==> src/sortable_array_with_quicksort_macros.svh <==
// Assertion helpers shared by the block's modules.
`ifndef SORTABLE_ARRAY_WITH_QUICKSORT_MACROS_SVH
`define SORTABLE_ARRAY_WITH_QUICKSORT_MACROS_SVH

// Implication checked at every clock edge outside reset.
`define SAP_ASSERT_IMP(label, ante, cons, msg) \
   label: assert property (@(posedge clock) disable iff (reset) (ante) |-> (cons)) \
      else $error(msg);

// Consequence checked in the cycle after the antecedent.
`define SAP_ASSERT_NEXT(label, ante, cons, msg) \
   label: assert property (@(posedge clock) disable iff (reset) (ante) |=> (cons)) \
      else $error(msg);

`endif

==> src/sap_pkg.sv <==
`timescale 1ns / 1ps
package sap_pkg;

   localparam int DEPTH_DEF   = 256;
   localparam int STACK_SLOTS = 18;

   typedef enum logic [1:0] {
      CMD_APPEND = 2'd0,
      CMD_DELETE = 2'd1,
      CMD_READ   = 2'd2,
      CMD_SORT   = 2'd3
   } cmd_type;

   typedef struct packed {
      logic le;
      logic eq;
   } cmp_type;

   typedef struct packed {
      logic empty;
      logic full;
   } stk_stat_type;

endpackage

==> src/sap_cmp.sv <==
`timescale 1ns / 1ps
module sap_cmp import sap_pkg::*; (
   input  logic signed [31:0] a,
   input  logic signed [31:0] b,
   output cmp_type            res
);

   always_comb begin
      res.le = (a <= b);
      res.eq = (a == b);
   end

endmodule

==> config.mk <==
export PLATFORM = sky130hd
export DESIGN_NAME = sap_cmp
export DESIGN_NICKNAME = d
export VERILOG_FILES = /design/src/sortable_array_with_quicksort_macros.svh /design/src/sap_pkg.sv /design/src/sap_cmp.sv
export SDC_FILE = /design/constraint.sdc
export NUM_CORES = 1
export LEC_CHECK = 0
export ABC_CLOCK_PERIOD_IN_PS = 3000
export BUFFER_PORTS_ARGS = -buffer_cell sky130_fd_sc_hd__buf_4
export CORE_ASPECT_RATIO = 0.75
export CORE_UTILIZATION = 42
export DETAILED_ROUTE_END_ITERATION = 8
export PLACE_DENSITY = 0.94
export SLEW_MARGIN = 20
export SYNTH_ARGS = -nofsm -noshare
export SYNTH_HDL_FRONTEND = slang
export SYNTH_SLANG_ARGS = --single-unit
export TNS_END_PERCENT = 20
==> constraint.sdc <==
create_clock -name vclk -period 3
set_clock_uncertainty 0.2 [all_clocks]
set_input_delay 0.6 -clock vclk [all_inputs]
set_output_delay 0.6 -clock vclk [all_outputs]
set_load 0.005 [all_outputs]
==> results.json, run 1 <==
{
  "period_needed_ns": 3.172,
  "fp.coreArea_mm2": 0.001773,
  "ioPinCount": 66,
  "max_stage_delay_ns": 0.33,
  "crit_arrival_ns": 2.37,
  "cp_max_fo": 2,
  "grt.overflow.total": 0,
  "grt_max_degree": 4,
  "yosysTopAreaCell": "ha_1",
  "nNetsFinal": 287,
  "ys_top_cells_by_area": "ha_1 49%, inv_1 16%, a21oi_1 6.2%",
  "cp.buffers_inverters": 2,
  "area_growth_pct": 96.92,
  "drcViolationCount": 0,
  "synth_top_family_by_area": "adder cells",
  "via_count": 1102,
  "tns_ns": -0.2251,
  "utilization": 0.9019,
  "status": "finished with violations",
  "wl_mm": 2.996,
  "syn_inst": 114,
  "synthesis.nets": 210,
  "final-hold-violation-count": 0,
  "max_cap_violations": 0,
  "pre_cts_ws_ns": -0.2850,
  "drt_iter0_drc": 13,
  "hold_path_class": "input pin to primary output",
  "setup_slack_ns": -0.1721,
  "initial_core_util": 0.4580,
  "synthDominantCellAreaShare": 0.4931,
  "vdd_drop_max_uv": 106.6,
  "crit_type": "input pin to primary output",
  "drive_above_1_share": 0.5291,
  "yosysMostFrequentCell": "inv_1",
  "grt_pass1_vias": 1081,
  "drv_slew": 0,
  "synth_compound_area_frac": 0.1972,
  "rows": 13,
  "io_buffers": 66,
  "timing.hold.ws_ns": 1.512,
  "yosysWarnings": 0,
  "ys_types": 19,
  "fp.dieW_um": 52.77,
  "period_share": 1.057,
  "grt_use_total": 0.2626,
  "violations": "negative setup slack",
  "p_total_mw": 0.2241,
  "grt_setup_unrepaired": "true",
  "synthSimpleGateAreaFrac": 0.1387,
  "antenna_found_initial": 0,
  "fmax_mhz": 315.2,
  "hpwl_mm": 2.177,
  "p_leak_nw": 0.9175,
  "relSlewSlack": 0.7944,
  "avgRoutedWirePerCell_um": 14.20,
  "die-area_mm2": 0.002115,
  "place.gp.congestion": 0.6956,
  "insertedDiodeCount": 0,
  "seq_cells": 0,
  "grt_pass1_wl_mm": 4.105,
  "crit_family": "simple AND/OR/NAND/NOR gates",
  "nFillCells": 87,
  "ant_nets": 0,
  "setup_viol": 2,
  "start_kind": "input pin",
  "pwr_density_cell_mw_per_mm2": 140.1,
  "ys_seq_area_frac": 0,
  "cp_slowest_cell": "nor3_1",
  "vias_per_cell": 5.223,
  "synth_area_um2": 812.0,
  "worstMarginPinSlew_ns": 0.3061,
  "synth-xor-area-share": 0,
  "worstPathRequired_ns": 2.20,
  "crit_path_end_kind": "primary output",
  "die_y_um": 40.08,
  "seqCellArea_um2": 0,
  "netlist_top_cells_count": "34 x inv_1, 32 x ha_1, 10 x a21oi_1",
  "synth_fa_ha_area_frac": 0.4931,
  "crit_chain": "buf_4, ha_1, and4_1, nand4_1, nor3_1, nand2_1, o21ai_0, mux2_4, buf_6",
  "drt_pass1_iterations": 3,
  "nClkBuffers": 0,
  "muxShareOfSynthArea": 0.01387,
  "syn_area_per_cell_um2": 7.123
}
-- what timing repair did --
item                                    CTS  global route
endpoints found under the setup margin    2             2
resized for setup                        21            10
hold buffers                              0             0
endpoints found under the hold margin     0             0
setup buffers                             2             0
pin swaps                                10             4
-- path summary, 6_finish.rpt --
kind	startpoint	endpoint	slack (ns)	depth (start not counted)
max	a[30]	res[1]	-0.17	9
min	b[0]	res[0]	1.51	5
-- cell usage in the layout, fill, tap and decap left out, drive strengths merged --
cell	netlist	final
nand4	6	6
and4	1	1
mux2	1	1
o21ai	5	5
buf	0	75
a21oi	11	11
nor4	1	1
nand2	7	7
a221o	2	2
inv	34	34
nor2	2	2
nand3	3	3
a21o	4	4
ha	32	32
a211o	1	1
a221oi	2	2
and2	1	1
nor3	1	1
-- final cells by class --
type / count / area (µm²) / area share
inverters: 34 / 130.1 / 0.08138
multi-input cells: 80 / 870.8 / 0.5446
well taps: 22 / 27.53 / 0.01721
repair buffers: 75 / 570.5 / 0.3568
-- power breakdown --
group	switching, mW	total [mW]	internal, mW
clock network	0	0	0
registers	0	0	0
logic	0.0920	0.224	0.132
-- metal layers --
metal / vias to the layer above / track usage / routed length [µm]
met2: 37 / 0.6234 / 1663
li1: 547 / - / -
met1: 510 / 0.2532 / 1172
met4: 0 / 0.04605 / 72
met5: - / 0 / 0
met3: 8 / 0.007576 / 87
-- logic make-up after synthesis --
| group | Yosys count |
|---|---|
| mux | 1 |
| buf+inv | 34 |
| compound gates | 25 |
| simple gates | 22 |
| fa+ha+maj | 32 |
-- stage by stage --
stage | instances | area [µm²]
floorplan | 114 | 812.0
global placement | 209 | 1388
detailed placement | 209 | 1388
CTS | 211 | 1520
global route | 211 | 1599
finish | 211 | 1599
-- tightest hold or removal path, cell delays in order --
cell	delay [ns]
buf_4	0.08
ha_1	0.11
nand4_1	0.11
nor2_1	0.10
buf_4	0.11
(Power assumes the default switching activity.)
==> run 2: changes to the inputs <==
==> constraint.sdc (replaced) <==
create_clock -name vclk -period 3
set_clock_uncertainty 0.2 [all_clocks]
set_input_delay 0.6 -clock vclk [all_inputs]
set_output_delay 0.6 -clock vclk [all_outputs]
set_load 0.01 [all_outputs]
==> run 2 against run 1 <==
The run still ends with negative setup slack left. Cell count did not move. Maximum frequency fell by 2.2%. Critical path depth grew 1. Hold slack better by 0.073 ns. Die area stayed put. Non-clock buffer count stayed put. Utilization down 0.14 points. Largest power group unchanged. Combinational power is 6% higher.
==> results.json, run 2 (synthesis gave the netlist of run 1 again) <==
{
  "status": "finished with violations",
  "violations": "negative setup slack",
  "drv_slew": 0,
  "p_leak_nw": 0.9052,
  "crit_path_end_kind": "primary output",
  "pre_cts_ws_ns": -0.3041,
  "final-hold-violation-count": 0,
  "seq_cells": 0,
  "grt_pass1_vias": 1217,
  "nNetsFinal": 287,
  "seqCellArea_um2": 0,
  "vias_per_cell": 5.678,
  "setup_slack_ns": -0.2450,
  "nClkBuffers": 0,
  "avgRoutedWirePerCell_um": 17.04,
  "worstMarginPinSlew_ns": 0.3293,
  "fp.coreArea_mm2": 0.001773,
  "cp_slowest_cell": "mux2_4",
  "grt_max_degree": 4,
  "p_comb_frac": 1.000,
  "grt_use_total": 0.3610,
  "timing.hold.ws_ns": 1.585,
  "fmax_mhz": 308.2,
  "vdd_drop_max_uv": 111.0,
  "start_kind": "input pin",
  "hpwl_mm": 2.169,
  "max_cap_violations": 0,
  "io_buffers": 66,
  "die_y_um": 40.08,
  "drt_pass1_iterations": 4,
  "initial_core_util": 0.4580,
  "grt_setup_unrepaired": "true",
  "period_needed_ns": 3.245,
  "hold_path_class": "input pin to primary output",
  "mostFrequentLayoutCell": "buf_4",
  "wl_mm": 3.595,
  "switchingPower_mw": 0.1010,
  "pwr_density_cell_mw_per_mm2": 148.3,
  "relSlewSlack": 0.7787,
  "cp_max_fo": 2,
  "cp.buffers_inverters": 3,
  "antenna_found_initial": 0,
  "grt_pass1_wl_mm": 5.333,
  "max_stage_delay_ns": 0.32,
  "grt.overflow.total": 0,
  "fp.dieW_um": 52.77,
  "insertedDiodeCount": 0,
  "stdcell_count": 211,
  "drive_above_1_share": 0.5450,
  "period_share": 1.082,
  "final_cell_mix": "73 x buf_4, 27 x inv_1, 21 x ha_1, 11 x ha_4",
  "nFillCells": 85,
  "crit_chain": "buf_4, inv_2, ha_4, a21oi_1, o21ai_1, a221o_1, a211o_1, a21oi_2, mux2_4, buf_6",
  "via_count": 1198,
  "rows": 13,
  "worstPathRequired_ns": 2.20,
  "power.internal_mw": 0.1357,
  "die-area_mm2": 0.002115,
  "crit_family": "compound AO/OA/AOI/OAI gates",
  "post-place-cells": 209,
  "drcViolationCount": 0,
  "crit_arrival_ns": 2.45,
  "setup_viol": 2,
  "sw_frac_of_total": 0.4269,
  "clockPowerShare": 0,
  "ant_nets": 0,
  "cts_hold_buffers": 0,
  "area_growth_pct": 96.61,
  "pwr-share-seq": 0,
  "crit_type": "input pin to primary output",
  "ioPinCount": 66,
  "drt_iter0_drc": 15,
  "place.gp.congestion": 0.6922
}
[run 2: cell types whose count changed in the layout (fill, tap and decap cells not counted)]
cell,before,now
a21oi_1,6,7
a21oi_2,5,4
inv_1,30,27
inv_2,3,4
inv_4,1,3
nor3_1,1,0
nor3_2,0,1
nor4_2,0,1
nor4_4,1,0
[run 2: layout make-up]
class | count | area, µm² | share of cell area
tap | 22 | 27.53 | 0.01724
inverter | 34 | 135.1 | 0.08464
timing repair buffer | 75 | 570.5 | 0.3574
multi-input combinational | 80 | 863.3 | 0.5408
[run 2: tightest hold or removal path, stage by stage]
cell and delay, ns:
buf_4 0.08, ha_1 0.14, buf_4 0.13, mux2_4 0.14, buf_6 0.09
[run 2: through the flow]
| step | utilization | instance area [µm²] | total power, mW | setup TNS [ns] |
|---|---|---|---|---|
| finish | 0.9005 | 1597 | 0.2367 | -0.4085 |
| global route | 0.9005 | 1597 | 0.2571 | -0.5239 |
| CTS | 0.8885 | 1575 | 0.2116 | -0.1426 |
| detailed placement | 0.7826 | 1388 | 0.1772 | -0.3566 |
| global placement | 0.7826 | 1388 | 0.1645 | -0.2853 |
| floorplan | - | 812.0 | 0.07905 | 0 |
[run 2: path summary, 6_finish.rpt]
| path | to | start | slack [ns] | cells past startpoint |
|---|---|---|---|---|
| setup / recovery | res[1] | b[7] | -0.25 | 10 |
| hold / removal | res[1] | a[31] | 1.58 | 5 |
[run 2: per-layer routing]
metal  wire length, µm  up-vias  global-route usage
met2              1974       79              0.7816
met4               218        0              0.2303
li1                  -      547                   -
met3               199       28             0.04924
met1              1203      544              0.3225
met5                 0        -                   0
[run 2: power by group through the flow]
stage / clock network (mW) / logic, mW / registers, mW
global placement: 0 / 0.164 / 0
CTS: 0 / 0.212 / 0
finish: 0 / 0.237 / 0
detailed placement: 0 / 0.177 / 0
global route: 0 / 0.257 / 0
floorplan: 0 / 0.0790 / 0
[run 2: timing repair]
action                     4_1_cts  5_1_grt
setup endpoints to repair        2        2
gates resized for setup         29        6
buffers inserted                 2        0
pin swaps                       12        1
==> run 3: changes to the inputs <==
Settings changed: CELL_PAD_IN_SITES_DETAIL_PLACEMENT from default to 1, CELL_PAD_IN_SITES_GLOBAL_PLACEMENT from default to 2, CORE_UTILIZATION 42 to 19, PLACE_DENSITY 0.94 to 0.9.
==> run 3 against run 2 <==
Global-route usage down 24 points. The flow still finishes with violations (negative setup slack). Combinational power fell by 3%. Cell count is 18% higher. Flip-flop and latch count is the same. Worst setup slack better by 0.11 ns. Critical path depth unchanged. Maximum frequency up 3.4%. Hold slack lost 0.039 ns. Largest power group unchanged. Count of clock-buffer cells in the layout unchanged. Power shrank 3.0%. Non-clock buffer count rose by 4. Wire length decreased by 25%.
==> results.json, run 3 (synthesis gave the netlist of run 1 again) <==
{
  "seqCellArea_um2": 0,
  "grt_max_degree": 4,
  "ioPinCount": 66,
  "cp_slowest_cell": "a221o_1",
  "status": "finished with violations",
  "crit_arrival_ns": 2.34,
  "avgRoutedWirePerCell_um": 10.92,
  "drcViolationCount": 0,
  "vdd_drop_max_uv": 42.37,
  "crit_type": "input pin to primary output",
  "grt_use_total": 0.1229,
  "final-hold-violation-count": 0,
  "grt_pass1_wl_mm": 4.567,
  "die_y_um": 58.62,
  "worstMarginPinSlew_ns": 0.2885,
  "io_buffers": 66,
  "nClkBuffers": 0,
  "timing.hold.ws_ns": 1.545,
  "stdcell_count": 248,
  "rows": 20,
  "fp.coreArea_mm2": 0.004079,
  "place.gp.congestion": 0.6961,
  "antenna_found_initial": 0,
  "wl_mm": 2.709,
  "utilization": 0.4206,
  "drt_pass1_iterations": 2,
  "relSlewSlack": 0.8062,
  "start_kind": "input pin",
  "post-place-cells": 245,
  "p_leak_nw": 0.9242,
  "insertedDiodeCount": 0,
  "period_needed_ns": 3.138,
  "nFillCells": 509,
  "hold_path_class": "input pin to primary output",
  "grt_pass1_vias": 1098,
  "final_cell_mix": "73 x buf_4, 22 x inv_1, 18 x ha_1, 14 x ha_4, 9 x inv_2",
  "drive_above_1_share": 0.5907,
  "worstPathRequired_ns": 2.20,
  "crit_chain": "buf_6, inv_4, ha_4, and2_4, a221o_1, a221oi_2, o21ai_1, a21oi_2, mux2_4, buf_6",
  "max_stage_delay_ns": 0.33,
  "tns_ns": -0.1376,
  "drv_slew": 0,
  "drt_iter0_drc": 7,
  "cts_hold_buffers": 0,
  "via_count": 1057,
  "seq_cells": 0,
  "setup_slack_ns": -0.1376,
  "period_share": 1.046,
  "crit_family": "compound AO/OA/AOI/OAI gates",
  "crit_path_end_kind": "primary output",
  "nNetsFinal": 291,
  "cp.buffers_inverters": 3,
  "ant_nets": 0,
  "vias_per_cell": 4.262,
  "area_growth_pct": 111.2,
  "pwr_density_cell_mw_per_mm2": 133.8,
  "hpwl_mm": 2.290,
  "fmax_mhz": 318.7,
  "initial_core_util": 0.1991,
  "setup_viol": 1,
  "grt.overflow.total": 0,
  "cp_common_cell": "buf_6",
  "max_cap_violations": 0,
  "violations": "negative setup slack",
  "mostFrequentLayoutCell": "buf_4",
  "grt_setup_unrepaired": "true",
  "die-area_mm2": 0.004542,
  "cp_max_fo": 2,
  "fp.dieW_um": 77.49
}
## run 3: cell types whose count changed in the layout (fill, tap and decap cells not counted), moves of 3 or more
| cell | before | now |
|---|---|---|
| buf_6 | 2 | 6 |
| ha_1 | 21 | 18 |
| ha_4 | 11 | 14 |
| inv_2 | 4 | 9 |
| inv_1 | 27 | 22 |
## run 3: what timing repair did
item | in CTS | in global routing
hold endpoints to repair | 0 | 0
endpoints found under the setup margin | 2 | 2
resized for setup | 44 | 1
pin swaps | 20 | 2
setup buffers | 3 | 0
## run 3: routing by layer
metal	wire length, µm	part of all wire	track usage	up-vias
met5	0	0	0	-
met4	0	0	0	0
met3	128	0.047	0.006202	0
met2	1353	0.50	0.2528	29
met1	1227	0.45	0.1500	474
li1	-	-	-	554
## run 3: path summary, 6_finish.rpt
| check | from | endpoint | slack, ns | cells after the start |
|---|---|---|---|---|
| max | b[27] | res[1] | -0.14 | 10 |
| min | b[0] | res[0] | 1.55 | 5 |
## run 3: cell type report
cell class | count | area, µm² | area share
inverters | 34 | 135.1 | 0.07877
multi-input cells | 80 | 895.9 | 0.5222
well taps | 55 | 68.82 | 0.04012
repair buffers | 79 | 615.6 | 0.3589
## run 3: power by group
group          internal (mW)  switching (mW)  leakage, nW
Sequential                 0               0            0
Combinational          0.141          0.0887        0.924
Clock                      0               0            0
Total                  0.141          0.0887        0.924
## run 3: stage by stage
stage               instance area, µm²  total power [mW]  worst slack [ns]
floorplan                        812.0           0.07905          0.008953
global placement                  1451            0.1777           -0.2967
detailed placement                1451            0.1819           -0.2974
CTS                               1712            0.2285           -0.1346
global route                      1715            0.2590           -0.2583
finish                            1715            0.2296           -0.1376
