`config.mk`:
```
export PLATFORM = sky130hd
export DESIGN_NAME = sap_stack
export DESIGN_NICKNAME = d
export VERILOG_FILES = /design/src/sap_pkg.sv /design/src/sap_stack.sv
export VERILOG_INCLUDE_DIRS = /design/src /design/src/src
export SDC_FILE = /design/constraint.sdc
export NUM_CORES = 1
export LEC_CHECK = 0
export BUFFER_PORTS_ARGS = -buffer_cell sky130_fd_sc_hd__buf_2
export CAP_MARGIN = 20
export CORE_MARGIN = 4
export CORE_UTILIZATION = 62
export DETAILED_ROUTE_END_ITERATION = 6
export PLACE_DENSITY = 0.79
export SYNTH_ARGS = -nofsm -noshare
export SYNTH_HDL_FRONTEND = slang
export SYNTH_SLANG_ARGS = --single-unit
```
`constraint.sdc`:
```
create_clock -name clock -period 4.5 [get_ports clock]
set_clock_uncertainty 0.2 [all_clocks]
set_input_delay 0.45 -clock clock [delete_from_list [all_inputs] [get_ports clock]]
set_output_delay 0.45 -clock clock [all_outputs]
set_load 0.005 [all_outputs]
```
`src/sortable_array_with_quicksort_macros.svh`:
```
// Assertion helpers shared by the block's modules.
`ifndef SORTABLE_ARRAY_WITH_QUICKSORT_MACROS_SVH
`define SORTABLE_ARRAY_WITH_QUICKSORT_MACROS_SVH

// Implication checked at every clock edge outside reset.
`define SAP_ASSERT_IMP(label, ante, cons, msg) \
   label: assert property (@(posedge clock) disable iff (reset) (ante) |-> (cons)) \
      else $error(msg);

// Consequence checked in the cycle after the antecedent.
`define SAP_ASSERT_NEXT(label, ante, cons, msg) \
   label: assert property (@(posedge clock) disable iff (reset) (ante) |=> (cons)) \
      else $error(msg);

`endif

```
`src/sap_pkg.sv`:
```
`timescale 1ns / 1ps
package sap_pkg;

   localparam int DEPTH_DEF   = 256;
   localparam int STACK_SLOTS = 18;

   typedef enum logic [1:0] {
      CMD_APPEND = 2'd0,
      CMD_DELETE = 2'd1,
      CMD_READ   = 2'd2,
      CMD_SORT   = 2'd3
   } cmd_type;

   typedef struct packed {
      logic le;
      logic eq;
   } cmp_type;

   typedef struct packed {
      logic empty;
      logic full;
   } stk_stat_type;

endpackage

```
`src/sap_stack.sv`:
```
`timescale 1ns / 1ps
module sap_stack import sap_pkg::*; #(
   parameter int SLOTS = STACK_SLOTS,
   parameter int W     = 9
) (
   input  logic          clock,
   input  logic          reset,
   input  logic          push,
   input  logic          pop,
   input  logic [W-1:0]  push_lo,
   input  logic [W-1:0]  push_hi,
   output logic [W-1:0]  top_lo,
   output logic [W-1:0]  top_hi,
   output stk_stat_type  stat
);

   localparam int SPW = $clog2(SLOTS + 1);
   localparam int AW  = (SLOTS > 1) ? $clog2(SLOTS) : 1;

   logic [W-1:0]   lo_ff [SLOTS];
   logic [W-1:0]   hi_ff [SLOTS];
   logic [SPW-1:0] sp_ff, sp_in;
   logic [SPW-1:0] top_idx;

   assign top_idx    = sp_ff - SPW'(1);
   assign top_lo     = lo_ff[top_idx[AW-1:0]];
   assign top_hi     = hi_ff[top_idx[AW-1:0]];
   assign stat.empty = (sp_ff == '0);
   assign stat.full  = (sp_ff == SPW'(SLOTS));

   always_comb begin
      sp_in = sp_ff;
      if (push) begin
         sp_in = sp_ff + SPW'(1);
      end else if (pop) begin
         sp_in = top_idx;
      end
   end

   always_ff @(posedge clock) begin
      if (reset) begin
         sp_ff <= '0;
      end else begin
         sp_ff <= sp_in;
      end
      if (push) begin
         lo_ff[sp_ff[AW-1:0]] <= push_lo;
         hi_ff[sp_ff[AW-1:0]] <= push_hi;
      end
   end

   `include "sortable_array_with_quicksort_macros.svh"

   `SAP_ASSERT_IMP(a_no_push_full, push, !stat.full, "push into full range stack")
   `SAP_ASSERT_IMP(a_no_pop_empty, pop, !stat.empty, "pop from empty range stack")
   `SAP_ASSERT_IMP(a_push_pop_excl, push, !pop, "push and pop in one cycle")

endmodule

```
==> impl_summary.log, run 1 <==
INFO  metric status = finished, final reports clean
INFO  metric design.die.area = 25000 µm²
INFO  metric clock_latency = 540 ps
INFO  metric startpoint_type = flop
INFO  metric antenna_found_initial = 1
INFO  metric cp_cell_sequence = inv_1 > ha_4 > buf_4 > nor3b_1 > mux2i_1 > nand4_1 > a211oi_1 > buf_2
INFO  metric yosys.area.top_type = sky130_fd_sc_hd__edfxtp_1
INFO  metric finalWirelength = 30100 µm
INFO  metric synth.area.top_cells = sky130_fd_sc_hd__edfxtp_1, sky130_fd_sc_hd__mux4_2, sky130_fd_sc_hd__mux2i_1
INFO  metric worst_hold_slack_across_all_endpoints = 90.5 ps
INFO  metric numPlacedInstances = 1110
INFO  metric portion_of_netlist_area_occupied_by_mux_cells = 12.6%
INFO  metric finalCritPeriodShare = 92.4%
INFO  metric timing_worst_setup_path_type = reg2out
INFO  metric tritoncts_num_sinks = 329
INFO  metric slowest_stage = sky130_fd_sc_hd__ha_4
INFO  metric boundaryPins = 42
INFO  metric pwr_density_cell = 480 nW/µm²
INFO  metric cts-htree-levels = 1
INFO  metric synth_top_family_by_area = multiplexers
INFO  metric cts_buffer_depth = 3
INFO  metric numCtsBuffers = 31
INFO  metric synth_area_per_cell = 17.0 µm²
INFO  metric synth_xor_xnor_area_share = 0.500%
INFO  metric max_cap_viols = 0
INFO  metric endpoint_kind = output port
INFO  metric gr-total-overflow = 0
INFO  metric syn_warnings = 0
INFO  metric avgRoutedWirePerCell = 25.7 µm
INFO  metric timing_worst_slew_pin_value = 836 ps
INFO  metric slowest_delay = 730 ps
INFO  metric synth_compound_area_share = 3.19%
INFO  metric static-leakage-power = 0.00498 µW
INFO  metric mapped_cell_area = 14000 µm²
INFO  metric floorplan.rows = 54
INFO  metric netlist.area_leader.share = 69.5%
INFO  metric layout.cells.non_filler = 1169
INFO  metric place_hpwl = 17700 µm
INFO  metric fin_nets = 892
INFO  metric synth_enable_flop_cells = 324
INFO  metric first_iter_violations = 820
INFO  metric synth_most_common_cell = sky130_fd_sc_hd__edfxtp_1
INFO  metric core_region_area = 22000 µm²
INFO  metric groute.usage.overall = 24.4%
INFO  metric yosys-top-cells-count = sky130_fd_sc_hd__edfxtp_1, sky130_fd_sc_hd__nor3b_1, sky130_fd_sc_hd__mux2i_1
INFO  metric syn2layout_area_growth = 11.5%
INFO  metric worst_slew_margin_rel = 44.3%
INFO  metric post-place-ws = 970 ps
INFO  metric fmax = 240 MHz
INFO  metric final_hold_viol_count = 0
INFO  metric timing_max_transition_violations_final = 0
INFO  metric post_synthesis_cells = 823
INFO  metric largest_net_degree_at_the_start_of_global_routing = 91
INFO  metric n_fill_cell = 1370
INFO  metric synth_simple_gate_area_share = 10.7%
INFO  metric number_of_remaining_drc_errors = 0
INFO  metric finalSetupTns = 0 ps
INFO  metric worst-path-buf-inv = 3
INFO  metric library_cell_used_as_clock_root_buffer = sky130_fd_sc_hd__clkbuf_16
INFO  metric via_density = 6.61
INFO  metric worst_ep_required_time = 3850 ps
INFO  metric critical_path_data_arrival_time = 3510 ps
INFO  metric weighted_congestion_at_the_end_of_routability_driven_global_placement = 0.825
INFO  metric crit_fanout = 56
INFO  metric setup-violations-final = 0
INFO  metric period_minus_slack = 4160 ps
INFO  metric synth-seq-cells = 329
INFO  metric grt_first_pass_wirelength = 45500 µm
INFO  metric synth_seq_area_share = 70.2%
INFO  metric chipHeight = 158 µm
INFO  metric cpLargestDelayFamily = buffers and inverters
INFO  metric postSynth.asyncResetShare = 0%
INFO  metric detailroute.via_count = 7723
INFO  metric synth.net_count = 850
INFO  metric postRouteAntennaNets = 0
INFO  metric die_width = 158 µm
INFO  metric post_route_cells_drive_above_1_share = 20.6%
INFO  metric start_util = 63.6%
INFO  metric cts.reportedPaths.clkPinSlew = 60 ps
INFO  metric first_global_vias = 7662
INFO  metric cts_tree = yes
INFO  metric rsz_0062_raised_after_global_routing = false
INFO  metric max-vdd-ir-drop = 0.420 mV
INFO  metric synth_ff_type = sky130_fd_sc_hd__edfxtp_1
INFO  metric drt_pre_antenna_iters = 5
INFO  metric count_of_input_and_output_buffers = 41
INFO  metric min-delay-path-class = in2reg
INFO  metric worst_case_setup_margin_in_the_final_layout = 340 ps
INFO  metric antennaDiodeCount = 0
INFO  metric post_synth_fa_ha_maj_area_fraction = 0.447%
INFO  metric yosys.cell_types.count = 42
-- power breakdown --
part,switching [µW],internal [µW]
registers,31.2,3440
clock network,1060,1650
logic,776,537
-- cell families (layout without fill, tap and decap cells) --
logic type	count (synthesis)	after routing
adders and majority gates	5	5
xor gates and xnor gates	5	5
buffers and inverters	67	133
muxes	127	127
AOI/OAI and AO/OA	64	64
and+or+nand+nor	226	226
DFF	329	329
-- cell type report --
| type | count | area [µm²] | area share, % |
|---|---|---|---|
| clock buffer | 32 | 779 | 4.99 |
| clock inverter | 25 | 293 | 1.88 |
| inverter | 2 | 7.51 | 0.0481 |
| multi-input combinational | 427 | 3860 | 24.7 |
| sequential | 329 | 9830 | 63.0 |
| tap | 280 | 350 | 2.24 |
| timing repair buffer | 74 | 488 | 3.13 |
-- layer usage --
metal | track usage [%] | up-vias | routed length (µm)
met4 | 7.72 | 2 | 990
li1 | - | 3377 | -
met1 | 33.4 | 3967 | 11600
met3 | 4.16 | 69 | 2210
met2 | 41.0 | 308 | 15200
met5 | 0 | - | 13
-- flip-flops by register name, summed over array words and instances, names as in the netlist --
signal  cells
hi_ff     162
lo_ff     162
sp_ff       5
-- worst min-delay path, delay by kind of cell --
family                 cells  cell delay [ps]
XOR/XNOR                   1              140
buffers and inverters      1              100
AND/OR/NAND/NOR            2              110
-- stage by stage --
step / total power (µW) / cell area [µm²] / util [%]
floorplan: 4420 / 14000 / -
CTS: 7510 / 15600 / 70.8
global placement: 4790 / 14500 / 65.9
finish: 7490 / 15600 / 70.9
global route: 7760 / 15600 / 70.9
detailed placement: 4840 / 14500 / 65.9
-- what timing repair did --
item | in CTS | in global routing
hold buffers | 1 | 0
setup buffers | 0 | 0
hold endpoints to repair | 5 | 0
gates resized for setup | 0 | 0
-- placed cells by master, fill, tap and decap left out, drive strengths merged, types with 19 or more instances in the layout --
| cell type | count |
|---|---|
| buf | 73 |
| nor2b | 21 |
| nand3b | 37 |
| clkbuf | 32 |
| edfxtp | 324 |
| mux2i | 55 |
| nor3 | 38 |
| a21oi | 19 |
| mux2 | 36 |
| a211oi | 36 |
| mux4 | 36 |
| nand4 | 20 |
| nor3b | 74 |
-- final timing paths --
path | from | to | slack (ps) | depth (start not counted)
worst max-delay path | sp_ff[1] | top_lo[0] | 340 | 8
worst max register to register | sp_ff[0] | lo_ff[15][7] | 1610 | 5
worst min-delay path | pop | sp_ff[0] | 90 | 4
worst min register to register | sp_ff[0] | sp_ff[0] | 530 | 3
No activity file was read; power rests on OpenSTA's default activity.
==> run 2: changes to the inputs <==
--- a/config.mk
+++ b/config.mk
@@ -6,12 +6,14 @@
 export SDC_FILE = /design/constraint.sdc
 export NUM_CORES = 1
 export LEC_CHECK = 0
+export ABC_AREA = 1
+export ABC_CLOCK_PERIOD_IN_PS = 4500
 export BUFFER_PORTS_ARGS = -buffer_cell sky130_fd_sc_hd__buf_2
 export CAP_MARGIN = 20
 export CORE_MARGIN = 4
 export CORE_UTILIZATION = 62
 export DETAILED_ROUTE_END_ITERATION = 6
-export PLACE_DENSITY = 0.79
+export PLACE_DENSITY = 0.81
 export SYNTH_ARGS = -nofsm -noshare
 export SYNTH_HDL_FRONTEND = slang
 export SYNTH_SLANG_ARGS = --single-unit
==> run 2 against run 1 <==
- power down 5.8%
- hold slack lost 11 ps
- via count rose by 28%
- largest power group unchanged
- combinational power shrank 20%
- worst setup slack better by 550 ps
- count of clock-buffer cells in the layout up 13
- sequential power about the same
- non-clock buffer count shrank 4
- clock power is 6% lower
- cell count grew 49%
- area after synthesis grew 1.8%
==> impl_summary.log, run 2 <==
INFO  metric synth_most_common_cell = sky130_fd_sc_hd__nand2_1
INFO  metric antenna_found_initial = 1 (unchanged)
INFO  metric netlist.area_leader.share = 68.3% (-1.2 points)
INFO  metric syn2layout_area_growth = 11.2%
INFO  metric yosys.area.top_type = sky130_fd_sc_hd__edfxtp_1
INFO  metric finalCritPeriodShare = 80.2% (-12 points)
INFO  metric synth_ff_type = sky130_fd_sc_hd__edfxtp_1
INFO  metric post-place-ws = 1460 ps (+492 ps)
INFO  metric synth.area.top_cells = sky130_fd_sc_hd__edfxtp_1, sky130_fd_sc_hd__nand2_1, sky130_fd_sc_hd__nand3_1
INFO  metric synth_enable_flop_cells = 324 (unchanged)
INFO  metric number_of_remaining_drc_errors = 0 (unchanged)
INFO  metric cts_tree = yes
INFO  metric tritoncts_num_sinks = 329 (unchanged)
INFO  metric multiInputGateArea = 3350 µm² (-13%)
INFO  metric pwr_density_cell = 445 nW/µm² (-7.3%)
INFO  metric start_util = 62.9% (-0.64 points)
INFO  metric count_of_input_and_output_buffers = 41 (unchanged)
INFO  metric post_route_cells_drive_above_1_share = 9.44% (-11 points)
INFO  metric detailroute.via_count = 9874 (+28%)
INFO  metric postSynth.asyncResetShare = 0% (unchanged)
INFO  metric timing_worst_setup_path_type = reg2out
INFO  metric cts_buffer_depth = 3 (unchanged)
INFO  metric groute.usage.overall = 26.8% (+2.3 points)
INFO  metric power.total = 7050 µW (-5.8%)
INFO  metric largest_net_degree_at_the_start_of_global_routing = 168 (+85%)
INFO  metric worst_slew_margin_rel = 25.4% (-19 points)
INFO  metric worst_case_setup_margin_in_the_final_layout = 893 ps (+552 ps)
INFO  metric layout.cells.most_common = sky130_fd_sc_hd__nand2_1
INFO  metric clock_latency = 510 ps (-30 ps)
INFO  metric static-leakage-power = 0.00682 µW (+37%)
INFO  metric grt_first_pass_wirelength = 52900 µm (+16%)
INFO  metric fmax = 277 MHz (+15%)
INFO  metric die_width = 160 µm (+0.83%)
INFO  metric max-vdd-ir-drop = 0.571 mV (+36%)
INFO  metric rsz_0062_raised_after_global_routing = false
INFO  metric timing_max_transition_violations_final = 0 (unchanged)
INFO  metric min-delay-path-class = in2reg
INFO  metric numCtsBuffers = 34 (+9.7%)
INFO  metric post_cts_resize_count = 0 (unchanged)
INFO  metric finalSetupTns = 0 ps (unchanged)
INFO  metric slowest_delay = 680 ps (-50 ps)
INFO  metric design.die.area = 25500 µm² (+1.7%)
INFO  metric cts-htree-levels = 2 (+1)
INFO  metric period_minus_slack = 3610 ps (-552 ps)
INFO  metric slowest_stage = sky130_fd_sc_hd__buf_4
INFO  metric mostFrequentLayoutCells = sky130_fd_sc_hd__nand2_1, sky130_fd_sc_hd__edfxtp_1, sky130_fd_sc_hd__inv_1
INFO  metric postRouteAntennaNets = 0 (unchanged)
INFO  metric crit_fanout = 74 (+32%)
INFO  metric yosys-top-cells-count = sky130_fd_sc_hd__nand2_1, sky130_fd_sc_hd__edfxtp_1, sky130_fd_sc_hd__inv_1
INFO  metric avgRoutedWirePerCell = 19.5 µm (-24%)
INFO  metric synth-seq-cells = 329 (unchanged)
INFO  metric yosys.cell_types.count = 21 (-50%)
INFO  metric boundaryPins = 42 (unchanged)
INFO  metric timing_worst_slew_pin_value = 1120 ps (+282 ps)
INFO  metric mapped_cell_area = 14200 µm² (+1.8%)
INFO  metric first_global_vias = 9548 (+25%)
INFO  metric startpoint_type = flop
INFO  metric place_hpwl = 18800 µm (+6.2%)
INFO  metric synth.net_count = 1425 (+68%)
INFO  metric layout.core_utilization = 70.0% (-0.87 points)
INFO  metric gr-total-overflow = 0 (unchanged)
INFO  metric finalWirelength = 34000 µm (+13%)
INFO  metric synth_area_per_cell = 10.2 µm² (-40%)
INFO  metric worst_ep_required_time = 3850 ps (about the same)
INFO  metric fin_nets = 1466 (+64%)
INFO  metric cp_cell_sequence = inv_1 > ha_2 > buf_4 > nand3_1 > nand3_1 > nand3_1 > nand2_1 > nand2_1 > nand2_1 > buf_2
INFO  metric chipHeight = 160 µm (+0.83%)
INFO  metric ff_latch_area = 9830 µm² (unchanged)
INFO  metric via_density = 5.65 (-14%)
INFO  metric synth_seq_area_share = 69.0% (-1.2 points)
INFO  metric first_iter_violations = 1119 (+36%)
INFO  metric post_synthesis_cells = 1398 (+70%)
INFO  metric critical_path_data_arrival_time = 2960 ps (-550 ps)
INFO  metric drt_pre_antenna_iters = 6 (+1)
INFO  metric max_cap_viols = 0 (unchanged)
INFO  metric weighted_congestion_at_the_end_of_routability_driven_global_placement = 0.860 (+4.2%)
INFO  metric n_fill_cell = 1528 (+12%)
INFO  metric syn_warnings = 0 (unchanged)
INFO  metric setup-violations-final = 0 (unchanged)
INFO  metric cts.reportedPaths.clkPinSlew = 60 ps (about the same)
INFO  metric final_hold_viol_count = 0 (unchanged)
INFO  metric endpoint_kind = output port
INFO  metric core_region_area = 22600 µm² (+2.8%)
INFO  metric floorplan.rows = 55 (+1.9%)
INFO  metric status = finished, final reports clean
INFO  metric library_cell_used_as_clock_root_buffer = sky130_fd_sc_hd__clkbuf_16
INFO  metric antennaDiodeCount = 0 (unchanged)
==> run 2: changes by cell type after synthesis, sizes merged, moves of 16 or more <==
cell / before / now
nand2: 3 / 508
mux4: 36 / 0
a211oi: 36 / 0
nor2: 9 / 26
nor2b: 21 / 0
nand3b: 37 / 0
inv: 2 / 230
a21oi: 19 / 3
nor3b: 74 / 0
nand4: 20 / 1
nand3: 0 / 222
mux2i: 55 / 0
mux2: 36 / 0
nor3: 38 / 0
==> run 2: logic make-up after synthesis <==
kind of cell | Yosys count | synth area share, %
flops | 329 | 69.0
compound gates | 9 | 0.378
simple gates | 757 | 21.9
fa+ha+maj | 5 | 0.439
xor+xnor | 2 | 0.228
buf+inv | 296 | 8.01
==> run 2: metrics by stage <==
stage	hold WS (ps)	area, µm²	std cells
2_1_floorplan	300	14200	1398
3_3_place_gp	340	14800	1686
3_5_place_dp	357	14800	1687
4_1_cts	62.7	15800	1747
5_1_grt	102	15800	1747
6_report	79.2	15800	1747
==> run 2: routing by layer <==
layer  track usage (%)  part of all wire [%]
met1              35.1                    37
met2              45.6                    49
met5                 0                 0.038
met4              10.5                   4.2
met3              4.04                   9.2
==> run 2: cell type report <==
cell class	instances	area share, %
clock inverters	14	0.648
flip-flops and latches	329	62.1
multi-input cells	773	21.1
clock buffers	45	5.63
repair buffers	70	2.81
well taps	285	2.25
inverters	231	5.49
==> run 2: where the power goes <==
group	total, µW	switching [µW]	leakage [µW]	internal [µW]
Combinational	1050	746	0.00337	304
Sequential	3450	19.4	0.00297	3430
Clock	2560	1100	0.000484	1450
==> run 2: timing repair <==
| action | in CTS | in global routing |
|---|---|---|
| endpoints found under the hold margin | 2 | 0 |
| setup endpoints to repair | 0 | 0 |
| hold buffers | 1 | 0 |
| buffers inserted | 0 | 0 |
==> run 2: critical path, delay by kind of cell (launching register included) <==
kind / cells / cell delay, ps
adders and majority gates: 1 / 360
buffers and inverters: 3 / 940
DFF: 1 / 380
and+or+nand+nor: 6 / 720
==> run 2: final timing paths <==
check	start	endpoint	slack, ps	cells after the start
max reg2reg	sp_ff[0]	hi_ff[10][3]	1530	6
min	pop	sp_ff[0]	80	4
min reg2reg	sp_ff[4]	sp_ff[4]	370	2
max	sp_ff[1]	top_hi[5]	890	10
